## src/sv/angle_frame_parser_with_status_macros.svh

```systemverilog
// Assertion macros for the angle frame parser.
`ifndef ANGLE_FRAME_PARSER_WITH_STATUS_MACROS_SVH
`define ANGLE_FRAME_PARSER_WITH_STATUS_MACROS_SVH

// Same-cycle implication, sampled on clk, off during reset.
`define AFP_ASSERT_IMP(lbl, ante, cons) \
  lbl: assert property (@(posedge clk) disable iff (rst) (ante) |-> (cons)) \
    else $error("afp assertion failed");

// Next-cycle implication, sampled on clk, off during reset.
`define AFP_ASSERT_NEXT(lbl, ante, cons) \
  lbl: assert property (@(posedge clk) disable iff (rst) (ante) |=> (cons)) \
    else $error("afp assertion failed");

`endif

```

## src/sv/afp_pkg.sv

```systemverilog
// Package: types, constants and register map of the angle frame parser.
`default_nettype none
package afp_pkg;

  localparam int BYTE_W    = 8;
  localparam int DATA_W    = 32;
  localparam int REG_IDX_W = 2;
  localparam int ADDR_W    = REG_IDX_W + 2;
  localparam int POS_W     = 3;
  localparam int CNT_W     = 3;

  localparam logic [REG_IDX_W-1:0] REG_SYNC       = 2'd0;
  localparam logic [REG_IDX_W-1:0] REG_ANGLE_LOW  = 2'd1;
  localparam logic [REG_IDX_W-1:0] REG_ANGLE_HIGH = 2'd2;

  localparam logic [BYTE_W-1:0]        SYNC_RESET       = 8'h79;
  localparam logic signed [BYTE_W-1:0] ANGLE_LOW_RESET  = -8'sd120;
  localparam logic signed [BYTE_W-1:0] ANGLE_HIGH_RESET = 8'sd120;

  localparam logic [BYTE_W-1:0] MODE_OK    = 8'h00;
  localparam logic [BYTE_W-1:0] MODE_ERR   = 8'h01;
  localparam logic [BYTE_W-1:0] CODE_OK    = 8'h01;
  localparam logic [BYTE_W-1:0] CODE_FULL  = 8'h02;
  localparam logic [BYTE_W-1:0] CODE_RANGE = 8'h03;
  localparam logic [BYTE_W-1:0] CODE_CSUM  = 8'h04;

  localparam logic [POS_W-1:0] POS_IDLE  = 3'd0;
  localparam logic [POS_W-1:0] POS_FIRST = 3'd1;
  localparam logic [POS_W-1:0] POS_CSUM  = 3'd4;

  localparam logic [CNT_W-1:0] LAST_SHORT = 3'd3;
  localparam logic [CNT_W-1:0] LAST_LONG  = 3'd7;

  localparam int QUEUE_DEPTH = 2;
  localparam int QPTR_W      = (QUEUE_DEPTH > 1) ? $clog2(QUEUE_DEPTH) : 1;
  localparam int QCNT_W      = $clog2(QUEUE_DEPTH + 1);

  typedef enum logic [1:0] {
    REPLY_OK    = 2'd0,
    REPLY_FULL  = 2'd1,
    REPLY_RANGE = 2'd2,
    REPLY_CSUM  = 2'd3
  } reply_kind_t;

  typedef struct packed {
    reply_kind_t               kind;
    logic signed [BYTE_W-1:0]  angle_first;
    logic signed [BYTE_W-1:0]  angle_second;
    logic signed [BYTE_W-1:0]  angle_third;
  } reply_desc_t;

  typedef struct packed {
    logic full;
    logic empty;
  } queue_status_t;

  typedef struct packed {
    logic [BYTE_W-1:0]        sync_byte;
    logic signed [BYTE_W-1:0] angle_low;
    logic signed [BYTE_W-1:0] angle_high;
  } cfg_t;

endpackage
`default_nettype wire

```

## src/sv/afp_in_if.sv

```systemverilog
// Input channel: received byte words with the downstream queue flag.
`default_nettype none
interface afp_in_if;
  import afp_pkg::*;
  logic              valid;
  logic              ready;
  logic [BYTE_W-1:0] rx_byte;
  logic              queue_full;
  modport source(output valid, rx_byte, queue_full, input ready);
  modport sink(input valid, rx_byte, queue_full, output ready);
endinterface
`default_nettype wire

```

## src/sv/afp_out_if.sv

```systemverilog
// Output channel: status reply words with the angle command.
`default_nettype none
interface afp_out_if;
  import afp_pkg::*;
  logic                     valid;
  logic                     ready;
  logic [BYTE_W-1:0]        tx_byte;
  logic                     cmd_valid;
  logic signed [BYTE_W-1:0] angle_first;
  logic signed [BYTE_W-1:0] angle_second;
  logic signed [BYTE_W-1:0] angle_third;
  logic                     last;
  modport source(output valid, tx_byte, cmd_valid, angle_first, angle_second,
                 angle_third, last, input ready);
  modport sink(input valid, tx_byte, cmd_valid, angle_first, angle_second,
               angle_third, last, output ready);
endinterface
`default_nettype wire

```

## src/sv/angle_frame_parser_with_status.sv

```systemverilog
// Top level: angle frame parser with status replies and APB register port.
// A completed frame's first reply word is valid once its descriptor is
// queued and loaded into the back end; frames that do not complete give none.
// One input word per cycle while the two-entry reply queue has room; the
// output serializer sends four words per reply, eight for queue full.
// Reset (synchronous): registers to defaults, hunt restarts, queue empties.
`default_nettype none
`include "angle_frame_parser_with_status_macros.svh"
module angle_frame_parser_with_status (
  input  wire logic                        clk,
  input  wire logic                        rst,
  afp_in_if.sink                           rx_ch,
  afp_out_if.source                        tx_ch,
  input  wire logic                        psel,
  input  wire logic                        penable,
  input  wire logic                        pwrite,
  input  wire logic [afp_pkg::ADDR_W-1:0]  paddr,
  input  wire logic [afp_pkg::DATA_W-1:0]  pwdata,
  output      logic [afp_pkg::DATA_W-1:0]  prdata,
  output      logic                        pready
);
  import afp_pkg::*;

  cfg_t                 cfg;
  logic                 cfg_wr;
  logic [REG_IDX_W-1:0] reg_idx;
  logic                 push;
  logic                 pop;
  reply_desc_t          push_desc;
  reply_desc_t          pop_desc;
  queue_status_t        q_stat;

  assign pready  = 1'b1;
  assign reg_idx = paddr[ADDR_W-1:2];
  assign cfg_wr  = psel && penable && pwrite && pready;

  always_ff @(posedge clk) begin
    if (rst) begin
      cfg.sync_byte  <= SYNC_RESET;
      cfg.angle_low  <= ANGLE_LOW_RESET;
      cfg.angle_high <= ANGLE_HIGH_RESET;
    end else if (cfg_wr) begin
      case (reg_idx)
        REG_SYNC:       cfg.sync_byte  <= pwdata[BYTE_W-1:0];
        REG_ANGLE_LOW:  cfg.angle_low  <= pwdata[BYTE_W-1:0];
        REG_ANGLE_HIGH: cfg.angle_high <= pwdata[BYTE_W-1:0];
        default: ;
      endcase
    end
  end

  always_comb begin
    case (reg_idx)
      REG_SYNC:       prdata = DATA_W'(cfg.sync_byte);
      REG_ANGLE_LOW:  prdata = DATA_W'({cfg.angle_low});
      REG_ANGLE_HIGH: prdata = DATA_W'({cfg.angle_high});
      default:        prdata = '0;
    endcase
  end

  afp_front u_front (
    .clk    (clk),
    .rst    (rst),
    .rx_ch  (rx_ch),
    .cfg    (cfg),
    .q_stat (q_stat),
    .push   (push),
    .desc   (push_desc)
  );

  afp_queue u_queue (
    .clk       (clk),
    .rst       (rst),
    .push      (push),
    .push_data (push_desc),
    .pop       (pop),
    .pop_data  (pop_desc),
    .q_stat    (q_stat)
  );

  afp_back u_back (
    .clk       (clk),
    .rst       (rst),
    .sync_byte (cfg.sync_byte),
    .q_stat    (q_stat),
    .q_data    (pop_desc),
    .pop       (pop),
    .tx_ch     (tx_ch)
  );

  `AFP_ASSERT_IMP(a_no_overflow, push, !q_stat.full)
  `AFP_ASSERT_IMP(a_full_stalls, q_stat.full, !rx_ch.ready)
  `AFP_ASSERT_IMP(a_cmd_on_last, tx_ch.valid && tx_ch.cmd_valid, tx_ch.last)
  `AFP_ASSERT_NEXT(a_back_loads, !q_stat.empty && !tx_ch.valid, tx_ch.valid)

endmodule
`default_nettype wire

```

## src/sv/afp_front.sv

```systemverilog
// Front end: sync hunt, frame collection and frame classification.
`default_nettype none
module afp_front (
  input  wire logic                  clk,
  input  wire logic                  rst,
  afp_in_if.sink                     rx_ch,
  input  wire afp_pkg::cfg_t         cfg,
  input  wire afp_pkg::queue_status_t q_stat,
  output      logic                  push,
  output      afp_pkg::reply_desc_t  desc
);
  import afp_pkg::*;

  logic [POS_W-1:0]  frame_position;
  logic [POS_W-1:0]  frame_position_next;
  logic [BYTE_W-1:0] frame_store [4];
  logic              accept;
  logic              is_sync;
  logic              store_en;
  logic [1:0]        store_idx;
  logic [BYTE_W-1:0] sum;
  logic              range_ok;

  assign rx_ch.ready = !q_stat.full;
  assign accept      = rx_ch.valid && rx_ch.ready;
  assign is_sync     = rx_ch.rx_byte == cfg.sync_byte;

  always_comb begin
    frame_position_next = frame_position;
    store_en            = 1'b0;
    store_idx           = 2'd0;
    push                = 1'b0;
    if (frame_position == POS_IDLE) begin
      if (is_sync) begin
        store_en            = 1'b1;
        frame_position_next = POS_FIRST;
      end
    end else if (frame_position > POS_FIRST && is_sync) begin
      store_en            = 1'b1;
      frame_position_next = POS_FIRST;
    end else if (frame_position < POS_CSUM) begin
      store_en            = 1'b1;
      store_idx           = frame_position[1:0];
      frame_position_next = frame_position + POS_W'(1);
    end else begin
      frame_position_next = POS_IDLE;
      push                = accept;
    end
  end

  assign sum = frame_store[0] + frame_store[1] + frame_store[2] + frame_store[3];

  always_comb begin
    range_ok = 1'b1;
    for (int i = 1; i < 4; i++) begin
      if ($signed(frame_store[i]) < cfg.angle_low ||
          $signed(frame_store[i]) > cfg.angle_high) begin
        range_ok = 1'b0;
      end
    end
  end

  always_comb begin
    desc.angle_first  = frame_store[1];
    desc.angle_second = frame_store[2];
    desc.angle_third  = frame_store[3];
    if (sum != rx_ch.rx_byte) begin
      desc.kind = REPLY_CSUM;
    end else if (!range_ok) begin
      desc.kind = REPLY_RANGE;
    end else if (rx_ch.queue_full) begin
      desc.kind = REPLY_FULL;
    end else begin
      desc.kind = REPLY_OK;
    end
  end

  always_ff @(posedge clk) begin
    if (rst) begin
      frame_position <= POS_IDLE;
    end else if (accept) begin
      frame_position <= frame_position_next;
    end
  end

  always_ff @(posedge clk) begin
    if (accept && store_en) begin
      frame_store[store_idx] <= rx_ch.rx_byte;
    end
  end

endmodule
`default_nettype wire

```

## src/sv/afp_queue.sv

```systemverilog
// Short queue of reply descriptors between front and back end.
`default_nettype none
module afp_queue (
  input  wire logic                   clk,
  input  wire logic                   rst,
  input  wire logic                   push,
  input  wire afp_pkg::reply_desc_t   push_data,
  input  wire logic                   pop,
  output      afp_pkg::reply_desc_t   pop_data,
  output      afp_pkg::queue_status_t q_stat
);
  import afp_pkg::*;

  reply_desc_t         slots [QUEUE_DEPTH];
  logic [QPTR_W-1:0]   wptr;
  logic [QPTR_W-1:0]   rptr;
  logic [QCNT_W-1:0]   count;

  function automatic logic [QPTR_W-1:0] ptr_inc(input logic [QPTR_W-1:0] p);
    return (p == QPTR_W'(QUEUE_DEPTH - 1)) ? '0 : p + QPTR_W'(1);
  endfunction

  assign q_stat.full  = count == QCNT_W'(QUEUE_DEPTH);
  assign q_stat.empty = count == '0;
  assign pop_data     = slots[rptr];

  always_ff @(posedge clk) begin
    if (rst) begin
      wptr  <= '0;
      rptr  <= '0;
      count <= '0;
    end else begin
      if (push) begin
        wptr <= ptr_inc(wptr);
      end
      if (pop) begin
        rptr <= ptr_inc(rptr);
      end
      if (push && !pop) begin
        count <= count + QCNT_W'(1);
      end else if (pop && !push) begin
        count <= count - QCNT_W'(1);
      end
    end
  end

  always_ff @(posedge clk) begin
    if (push) begin
      slots[wptr] <= push_data;
    end
  end

endmodule
`default_nettype wire

```

## src/sv/afp_back.sv

```systemverilog
// Back end: serializes one reply descriptor into status reply words.
`default_nettype none
module afp_back (
  input  wire logic                   clk,
  input  wire logic                   rst,
  input  wire logic [7:0]             sync_byte,
  input  wire afp_pkg::queue_status_t q_stat,
  input  wire afp_pkg::reply_desc_t   q_data,
  output      logic                   pop,
  afp_out_if.source                   tx_ch
);
  import afp_pkg::*;

  logic              busy;
  reply_desc_t       cur;
  logic [CNT_W-1:0]  cnt;
  logic [CNT_W-1:0]  last_cnt;
  logic              at_last;
  logic              done;
  logic [BYTE_W-1:0] mode;
  logic [BYTE_W-1:0] code;
  logic              cmd;

  assign last_cnt = (cur.kind == REPLY_FULL) ? LAST_LONG : LAST_SHORT;
  assign at_last  = cnt == last_cnt;
  assign done     = busy && tx_ch.ready && at_last;
  assign pop      = !q_stat.empty && (!busy || done);

  always_comb begin
    case (cur.kind)
      REPLY_OK: begin
        mode = MODE_OK;
        code = CODE_OK;
      end
      REPLY_FULL: begin
        mode = cnt[2] ? MODE_ERR : MODE_OK;
        code = cnt[2] ? CODE_FULL : CODE_OK;
      end
      REPLY_RANGE: begin
        mode = MODE_ERR;
        code = CODE_RANGE;
      end
      default: begin
        mode = MODE_ERR;
        code = CODE_CSUM;
      end
    endcase
  end

  always_comb begin
    case (cnt[1:0])
      2'd0:    tx_ch.tx_byte = sync_byte;
      2'd1:    tx_ch.tx_byte = mode;
      2'd2:    tx_ch.tx_byte = code;
      default: tx_ch.tx_byte = sync_byte + mode + code;
    endcase
  end

  assign cmd                = (cur.kind == REPLY_OK) && at_last;
  assign tx_ch.valid        = busy;
  assign tx_ch.cmd_valid    = cmd;
  assign tx_ch.angle_first  = cmd ? cur.angle_first : '0;
  assign tx_ch.angle_second = cmd ? cur.angle_second : '0;
  assign tx_ch.angle_third  = cmd ? cur.angle_third : '0;
  assign tx_ch.last         = at_last;

  always_ff @(posedge clk) begin
    if (rst) begin
      busy <= 1'b0;
      cnt  <= '0;
    end else if (pop) begin
      busy <= 1'b1;
      cnt  <= '0;
    end else if (done) begin
      busy <= 1'b0;
    end else if (busy && tx_ch.ready) begin
      cnt <= cnt + CNT_W'(1);
    end
  end

  always_ff @(posedge clk) begin
    if (pop) begin
      cur <= q_data;
    end
  end

endmodule
`default_nettype wire
```

## src/flat_wrapper.sv

```systemverilog
// flat-port wrapper written by rule: the top's interface ports become plain ports
module angle_frame_parser_with_status_flat import afp_pkg::*;
  (clk, rst, psel, penable, pwrite, paddr, pwdata, prdata, pready, rx_ch_valid, rx_ch_rx_byte, rx_ch_queue_full, rx_ch_ready, tx_ch_valid, tx_ch_tx_byte, tx_ch_cmd_valid, tx_ch_angle_first, tx_ch_angle_second, tx_ch_angle_third, tx_ch_last, tx_ch_ready);
  afp_in_if rx_ch_i ();
  afp_out_if tx_ch_i ();
  input  wire logic clk;
  input  wire logic rst;
  input  wire logic psel;
  input  wire logic penable;
  input  wire logic pwrite;
  input  wire logic [afp_pkg::ADDR_W-1:0] paddr;
  input  wire logic [afp_pkg::DATA_W-1:0] pwdata;
  output      logic [afp_pkg::DATA_W-1:0] prdata;
  output      logic pready;
  input wire logic [$bits(rx_ch_i.valid)-1:0] rx_ch_valid;
  input wire logic [$bits(rx_ch_i.rx_byte)-1:0] rx_ch_rx_byte;
  input wire logic [$bits(rx_ch_i.queue_full)-1:0] rx_ch_queue_full;
  output wire logic [$bits(rx_ch_i.ready)-1:0] rx_ch_ready;
  output wire logic [$bits(tx_ch_i.valid)-1:0] tx_ch_valid;
  output wire logic [$bits(tx_ch_i.tx_byte)-1:0] tx_ch_tx_byte;
  output wire logic [$bits(tx_ch_i.cmd_valid)-1:0] tx_ch_cmd_valid;
  output wire logic [$bits(tx_ch_i.angle_first)-1:0] tx_ch_angle_first;
  output wire logic [$bits(tx_ch_i.angle_second)-1:0] tx_ch_angle_second;
  output wire logic [$bits(tx_ch_i.angle_third)-1:0] tx_ch_angle_third;
  output wire logic [$bits(tx_ch_i.last)-1:0] tx_ch_last;
  input wire logic [$bits(tx_ch_i.ready)-1:0] tx_ch_ready;
  assign rx_ch_i.valid = rx_ch_valid;
  assign rx_ch_i.rx_byte = rx_ch_rx_byte;
  assign rx_ch_i.queue_full = rx_ch_queue_full;
  assign rx_ch_ready = rx_ch_i.ready;
  assign tx_ch_valid = tx_ch_i.valid;
  assign tx_ch_tx_byte = tx_ch_i.tx_byte;
  assign tx_ch_cmd_valid = tx_ch_i.cmd_valid;
  assign tx_ch_angle_first = tx_ch_i.angle_first;
  assign tx_ch_angle_second = tx_ch_i.angle_second;
  assign tx_ch_angle_third = tx_ch_i.angle_third;
  assign tx_ch_last = tx_ch_i.last;
  assign tx_ch_i.ready = tx_ch_ready;
  angle_frame_parser_with_status u_core (.clk(clk), .rst(rst), .rx_ch(rx_ch_i), .tx_ch(tx_ch_i), .psel(psel), .penable(penable), .pwrite(pwrite), .paddr(paddr), .pwdata(pwdata), .prdata(prdata), .pready(pready));
endmodule
```

## config.mk

```make
export PLATFORM = sky130hd
export DESIGN_NAME = angle_frame_parser_with_status_flat
export DESIGN_NICKNAME = d
export VERILOG_FILES = /design/src/sv/afp_pkg.sv /design/src/sv/afp_in_if.sv /design/src/sv/afp_out_if.sv /design/src/sv/angle_frame_parser_with_status.sv /design/src/sv/afp_front.sv /design/src/sv/afp_queue.sv /design/src/sv/afp_back.sv /design/src/flat_wrapper.sv
export VERILOG_INCLUDE_DIRS = /design/src /design/src/sv
export SDC_FILE = /design/constraint.sdc
export NUM_CORES = 1
export LEC_CHECK = 0
export BUFFER_PORTS_ARGS = -buffer_cell sky130_fd_sc_hd__buf_2
export CAP_MARGIN = 20
export CORE_MARGIN = 2
export CORE_UTILIZATION = 27
export CTS_BUF_LIST = sky130_fd_sc_hd__clkbuf_2
export DETAILED_ROUTE_END_ITERATION = 16
export SLEW_MARGIN = 20
export SYNTH_ARGS = -nofsm -noshare
export SYNTH_HDL_FRONTEND = slang
export SYNTH_SLANG_ARGS = --single-unit
```

## constraint.sdc

```tcl
create_clock -name clk -period 4.1 [get_ports clk]
set_clock_uncertainty 0.2 [all_clocks]
set_input_delay 0.615 -clock clk [delete_from_list [all_inputs] [get_ports clk]]
set_output_delay 0.615 -clock clk [all_outputs]
set_load 0.05 [all_outputs]
```

==> results.json, run 1 <==
{
  "hold_start": "paddr[2]",
  "netlist_top_cells_area": "edfxtp_1 (42%), ha_1 (10%), dfxtp_1 (9.0%)",
  "synth_top_area_cell": "edfxtp_1",
  "root_buffer": "clkbuf_2",
  "htree_levels": 4,
  "worst_slack_ns": 0.217,
  "io_pins": 121,
  "critPathLaunchType": "register",
  "cts_buffers": 17,
  "finalHoldViolCount": 0,
  "peakVddDrop_mv": 0.141,
  "rrSetupSlack_ns": 0.24,
  "min_path_cells": 3,
  "switching_share_pct": 32.7,
  "synth_top_flop_cell": "edfxtp_1",
  "drt_wl_total_mm": 18.0,
  "worst_slew_pin_slew_ns": 0.666,
  "drv_slew": 0,
  "layout_common_cells": "edfxtp_1 (110), buf_2 (66), ha_1 (64)",
  "fin_setup_tns_ns": 0,
  "syn_area_mm2": 0.00782,
  "gr-total-overflow": 0,
  "pre_cts_ws_ns": 0.0610,
  "grt_max_degree": 35,
  "viasPerCell": 4.40,
  "cp-end-kind": "primary output",
  "p_per_area_mw_per_mm2": 351,
  "area_delta_synth_final_pct": 15.8,
  "maxCapViolations": 0,
  "cts.clk_slew.worst_paths_ns": 0.23,
  "yosysTopAreaCellShare_pct": 42.2,
  "p_comb_share_pct": 20.8,
  "dr.pass1.iters": 4,
  "ant_nets": 0,
  "whs_ns": 0.152,
  "final_cells": 1152,
  "track_usage_pct": 12.2,
  "vias": 5066,
  "reg2reg_to": "u_core.u_queue.slots[0][25]",
  "die_h_um": 174,
  "grt_pass1_wl_mm": 28.2,
  "setup_violations": 0,
  "cts_tree": "done",
  "synth_cell_types": 56,
  "drc_errors": 0,
  "critical-path-max-stage-delay_ns": 0.47,
  "r2r-start": "u_core.u_front.frame_store[3][1]",
  "start_util_pct": 27.3,
  "cpMostUsedCell": "fa_2",
  "synth_seq_cells": 145,
  "required_ns": 3.28,
  "grt_pass1_vias": 5104,
  "fin_crit_sh_pct": 94.7,
  "fin_crit_ns": 3.88,
  "p_seq_share_pct": 55.8,
  "antenna_found_initial": 1,
  "core-area_mm2": 0.0286,
  "ys_warn_count": 0,
  "rsz0062_at_grt": "yes",
  "wire_per_inst_um": 15.7,
  "clock_path_buffers": 2,
  "outcome": "finished, final reports clean",
  "row_count": 62,
  "reg2reg_depth": 11,
  "post-route-util_pct": 31.6,
  "nets": 887,
  "syn_avg_cell_area_um2": 12.0,
  "power.switching_mw": 1.04,
  "hold_end": "u_core.cfg[10]",
  "slowest_stage": "edfxtp_1",
  "worst-path-max-fanout": 3,
  "cellLeakagePower_nw": 3.56,
  "clock_latency_ns": 0.72,
  "dpl_cell_area_mm2": 0.00859,
  "numPortBuffers": 69,
  "async_reset_ff_share_pct": 0,
  "cp_top_family": "adder cells",
  "power_mw": 3.18,
  "path_cells": "nor2b_4 > ha_1 > a21boi_2 > fa_2 > inv_1 > fa_2 > a21oi_2 > nor2_1 > nand3_1 > o211ai_1 > o21ai_1 > buf_6",
  "intPower_mw": 2.14,
  "worst_slew_margin_rel_pct": 55.4,
  "final_common_cell": "edfxtp_1",
  "drive_gt1_share_pct": 20.7,
  "crit_buf_inv": 2,
  "drt_iter0_drc": 386,
  "power.share.clock_pct": 23.4,
  "routabilityCongestion": 0.851,
  "hp-class": "input port to register",
  "cts_sinks": 145,
  "synth_edf_count": 110,
  "syn_inst": 652,
  "dpl.cell_count": 1098,
  "worstSetupPathType": "register to primary output",
  "die_w_um": 174,
  "clock.fmax_mhz": 258,
  "ys_seq_area_share_pct": 51.2,
  "hpwl_mm": 13.4,
  "arrival_ns": 3.07,
  "stdcell_area_mm2": 0.00906,
  "die_area_mm2": 0.0304
}
## worst min-delay path, delay by kind of cell
family | cells | cell delay, ns
buf+inv | 1 | 0.24
simple gates | 1 | 0.14
compound gates | 1 | 0.06
## area by class of cell
type,instances,area (um^2)
multi-input combinational,439,3530
tap,384,480
clock buffer,17,85.1
timing repair buffer,102,647
clock inverter,14,124
sequential,145,4000
fill,2919,19600
inverter,50,188
antenna,1,2.50
## state kept, by name, indices dropped and copies added (netlist names), 2 cells and up
signal	flops
u_core.cfg	24
u_core.u_back.cnt	3
u_core.u_back.cur	26
u_core.u_front.frame_position	3
u_core.u_front.frame_store	32
u_core.u_queue.count	2
u_core.u_queue.slots	52
## power groups by stage
| stage | Sequential, mW | Combinational [mW] | Clock [mW] |
|---|---|---|---|
| 2_1_floorplan | 1.82 | 0.446 | 0 |
| 3_3_place_gp | 1.81 | 0.581 | 0 |
| 3_5_place_dp | 1.81 | 0.591 | 0 |
| 4_1_cts | 1.77 | 0.634 | 0.793 |
| 5_1_grt | 1.79 | 0.723 | 0.841 |
| 6_report | 1.77 | 0.662 | 0.745 |
## how the worst max path moves through the flow
stage	end	slack, ns	startpoint	depth (start not counted)
after floorplan	u_core.u_queue.count[1]	0.05	u_core.u_back.cur[24]	10
after global placement	u_core.u_queue.slots[0][25]	0.10	u_core.u_front.frame_store[3][1]	11
after detailed placement	u_core.u_queue.slots[0][25]	0.06	u_core.u_front.frame_store[3][1]	11
after CTS	tx_ch_tx_byte[6]	0.007	u_core.u_back.cur[24]	12
after global routing	tx_ch_tx_byte[6]	-0.08	u_core.u_back.cur[24]	12
final	tx_ch_tx_byte[6]	0.22	u_core.u_back.cur[24]	12
## cells in the mapped netlist, drive strengths merged (15+ instances only)
master	n
inv	50
mux2i	18
buf	28
nand2	33
ha	64
xnor2	18
nand3	18
and2	26
dfxtp	35
nor2	33
o21ai	26
a21oi	26
edfxtp	110
mux2	27
xor2	15
fa	16
## timing repair
action                                  4_1_cts  5_1_grt
buffers inserted                              2        3
pin swaps                                     0        5
endpoints found under the setup margin        5        9
endpoints found under the hold margin        57        0
cloned                                        0        0
hold buffers                                 17        0
gates resized for setup                       6       12
## routing by layer
metal  global-route usage, %  vias to the layer above  share of wire (%)  wire, um
met4                    4.59                        0                1.6       295
met2                    19.9                      124                 47      8510
met5                       0                        -                  0         0
met1                    16.0                     2423                 45      8040
met3                    2.25                       18                6.6      1190
li1                        -                     2501                  -         -
## logic make-up (layout without fill, tap and decap cells)
family / Yosys count / in the layout / share of synthesized area [%]
muxes: 45 / 45 / 6.19
xor gates and xnor gates: 33 / 33 / 3.69
other: 2 / 26 / 0.0960
adders and majority gates: 80 / 80 / 14.3
buffers and inverters: 91 / 183 / 5.58
and+or+nand+nor: 155 / 155 / 10.3
DFF: 145 / 145 / 51.2
AOI/OAI and AO/OA: 101 / 101 / 8.65
(Power assumes the default switching activity.)
==> run 2: changes to the inputs <==
--- a/config.mk
+++ b/config.mk
@@ -8,11 +8,13 @@
 export LEC_CHECK = 0
 export BUFFER_PORTS_ARGS = -buffer_cell sky130_fd_sc_hd__buf_2
 export CAP_MARGIN = 20
-export CORE_MARGIN = 2
+export CORE_MARGIN = 5
 export CORE_UTILIZATION = 27
 export CTS_BUF_LIST = sky130_fd_sc_hd__clkbuf_2
 export DETAILED_ROUTE_END_ITERATION = 16
+export PLACE_DENSITY = 0.54
 export SLEW_MARGIN = 20
 export SYNTH_ARGS = -nofsm -noshare
 export SYNTH_HDL_FRONTEND = slang
+export SYNTH_HIERARCHICAL = 1
 export SYNTH_SLANG_ARGS = --single-unit
==> run 2 against run 1 <==
Effect of this change: count of clock-buffer cells in the layout is 1 higher; setup slack worse by 0.050 ns; fmax is 1.3% lower; final area is 3.3% higher; area after synthesis is 3.0% higher; utilization hardly changed; via count is 2.3% higher; power is 3.8% higher; critical endpoint is now u_core/u_queue/slots[0][25]; largest power group unchanged.
==> results.json, run 2 <==
{
  "syn_inst": 662,
  "io_pins": 121,
  "rsz0062_at_grt": "no",
  "hpwl_mm": 14.1,
  "top_register": "u_core/u_queue/slots",
  "crit_buf_inv": 2,
  "largest_reg_flops": 52,
  "reg2reg_depth": 11,
  "drv_slew": 0,
  "worst-path-max-fanout": 2,
  "hp-class": "input port to register",
  "die_w_um": 183,
  "root_buffer": "clkbuf_2",
  "synth_most_common_cell": "edfxtp_1",
  "peakVddDrop_mv": 0.374,
  "grt_max_degree": 51,
  "critical-path-max-stage-delay_ns": 0.55,
  "die_area_mm2": 0.0334,
  "ys_warn_count": 6,
  "synth_edf_count": 110,
  "worst_slew_pin_slew_ns": 0.942,
  "critPathLaunchType": "register",
  "drt_iter0_drc": 315,
  "cellLeakagePower_nw": 3.79,
  "maxCapViolations": 0,
  "regArea_mm2": 0.00402,
  "cts_tree": "done",
  "grt_busiest_layer": "met2",
  "async_reset_ff_share_pct": 0,
  "grt_pass1_vias": 5340,
  "start_util_pct": 27.3,
  "outcome": "finished, final reports clean",
  "layout_common_cells": "edfxtp_1 (110), buf_2 (66), ha_1 (63)",
  "clock_path_buffers": 2,
  "cpMostUsedCell": "fa_1",
  "dpl.cell_count": 1123,
  "reg.largest.list": "u_core/u_queue/slots: 52 flops, u_core/u_front/frame_store: 32 flops, u_core/u_back/cur: 26 flops",
  "setup_violations": 0,
  "fillCellCount": 3043,
  "wire_per_inst_um": 16.3,
  "synthTopCellsByCount": "edfxtp_1 (110), ha_1 (64), inv_1 (49)",
  "gr-total-overflow": 0,
  "dr.pass1.iters": 5,
  "vias": 5183,
  "syn_area_mm2": 0.00806,
  "synth_seq_cells": 146,
  "power_mw": 3.30,
  "synth_cell_types": 63,
  "cts_sinks": 146,
  "worstSetupPathType": "register to register",
  "netlist_top_cells_area": "edfxtp_1 (41%), ha_1 (9.9%), dfxtp_1 (8.9%)",
  "syn_avg_cell_area_um2": 12.2,
  "path_cells": "fa_1 > inv_1 > fa_1 > inv_1 > ha_1 > fa_1 > xor2_1 > nor4_2 > nand3_1 > nor3_2 > or4b_4",
  "slowest_stage": "fa_1",
  "routabilityCongestion": 0.864,
  "track_usage_pct": 11.7,
  "drc_errors": 0,
  "grt_pass1_wl_mm": 30.0,
  "htree_levels": 4,
  "cts.clk_slew.worst_paths_ns": 0.25,
  "met1_usage_pct": 16.2,
  "core-area_mm2": 0.0296,
  "ant_nets": 0,
  "yosysTopAreaCellShare_pct": 41.0,
  "final_common_cell": "edfxtp_1",
  "grt_use_met3_pct": 3.07,
  "antenna_found_initial": 1,
  "arrival_ns": 4.21,
  "p_per_area_mw_per_mm2": 353,
  "nets": 906,
  "fin_crit_sh_pct": 95.9,
  "cts_buffers": 17,
  "drt_wl_total_mm": 19.2,
  "drive_gt1_share_pct": 22.1,
  "cp_top_family": "adder cells",
  "synth_top_flop_cell": "edfxtp_1",
  "finalHoldViolCount": 0,
  "min_path_cells": 3,
  "synth_top_area_cell": "edfxtp_1",
  "fin_setup_tns_ns": 0,
  "area_delta_synth_final_pct": 16.1,
  "final_cells": 1179,
  "fin_crit_ns": 3.93,
  "worst_slew_margin_rel_pct": 37.1,
  "crit_cells": 11,
  "row_count": 63,
  "viasPerCell": 4.40,
  "ys_seq_area_share_pct": 49.9,
  "numPortBuffers": 69,
  "cp-end-kind": "register",
  "grt_use_met2_pct": 18.2,
  "clock_latency_ns": 0.72,
  "required_ns": 4.38,
  "multi_input_area_mm2": 0.00372,
  "die_h_um": 183,
  "clock.fmax_mhz": 254
}
[run 2: changes by cell type after synthesis, moves of 5 or more]
cell      delta
a211o_1      -9
buf_4        +5
clkbuf_1     -8
mux2i_1     +16
nand2_1      -9
nand2b_1    +24
nand3_1      -6
o21ai_0      -5
[run 2: kinds of logic after synthesis]
group	count (synthesis)	share of synthesized area (%)
flops	146	49.9
buf+inv	90	5.70
simple gates	164	11.3
other cells	2	0.0932
compound gates	87	7.56
xor+xnor	32	3.48
fa+ha+maj	80	13.9
mux	61	8.00
[run 2: final cells by class]
cell class                      count  share of cell area, %
Sequential cell                   146                   43.0
Multi-Input combinational cell    449                   39.8
Timing Repair Buffer              110                   7.52
Tap cell                          390                   5.22
Inverter                           50                   2.03
Clock inverter                     14                   1.40
Clock buffer                       18                  0.963
Antenna cell                        2                 0.0535
[run 2: repair_timing]
item / in CTS / in global routing
resized for setup: 4 / 11
hold endpoints to repair: 52 / 0
hold buffers: 17 / 0
setup endpoints to repair: 4 / 6
pin swaps: 0 / 3
buffers inserted: 2 / 3
[run 2: worst paths after layout]
check	startpoint	end	slack, ns
hold reg to reg	u_core/cfg[14]	u_core/cfg[14]	0.31
setup reg to reg	u_core/u_front/frame_store[3][1]	u_core/u_queue/slots[0][25]	0.17
setup / recovery	u_core/u_front/frame_store[3][1]	u_core/u_queue/slots[0][25]	0.17
hold / removal	penable	u_core/cfg[7]	0.17
[run 2: where the power goes]
group | internal (mW) | switching [mW]
Sequential | 1.75 | 0.0668
Clock | 0.231 | 0.570
Combinational | 0.241 | 0.446
Total | 2.22 | 1.08
[run 2: tightest hold or removal path: stages]
cell and delay [ns]:
buf_2 0.11, nand4_2 0.24, mux2i_1 0.12
[run 2: routing by layer]
| layer | routed length [um] | vias to the layer above |
|---|---|---|
| li1 | - | 2546 |
| met1 | 9260 | 2488 |
| met2 | 8480 | 134 |
| met3 | 1180 | 15 |
| met4 | 282 | 0 |
| met5 | 0 | - |
[run 2: stage by stage]
stage / cell area, um^2 / hold slack (ns) / setup slack, ns / utilization, %
finish: 9360 / 0.173 / 0.167 / 31.6
global route: 9360 / 0.0852 / 0.00317 / 31.6
CTS: 9290 / 0.115 / 0.00571 / 31.4
detailed placement: 8870 / 0.287 / 0.151 / 30.0
global placement: 8870 / 0.276 / 0.176 / 30.0
floorplan: 8140 / 0.261 / 0.231 / -
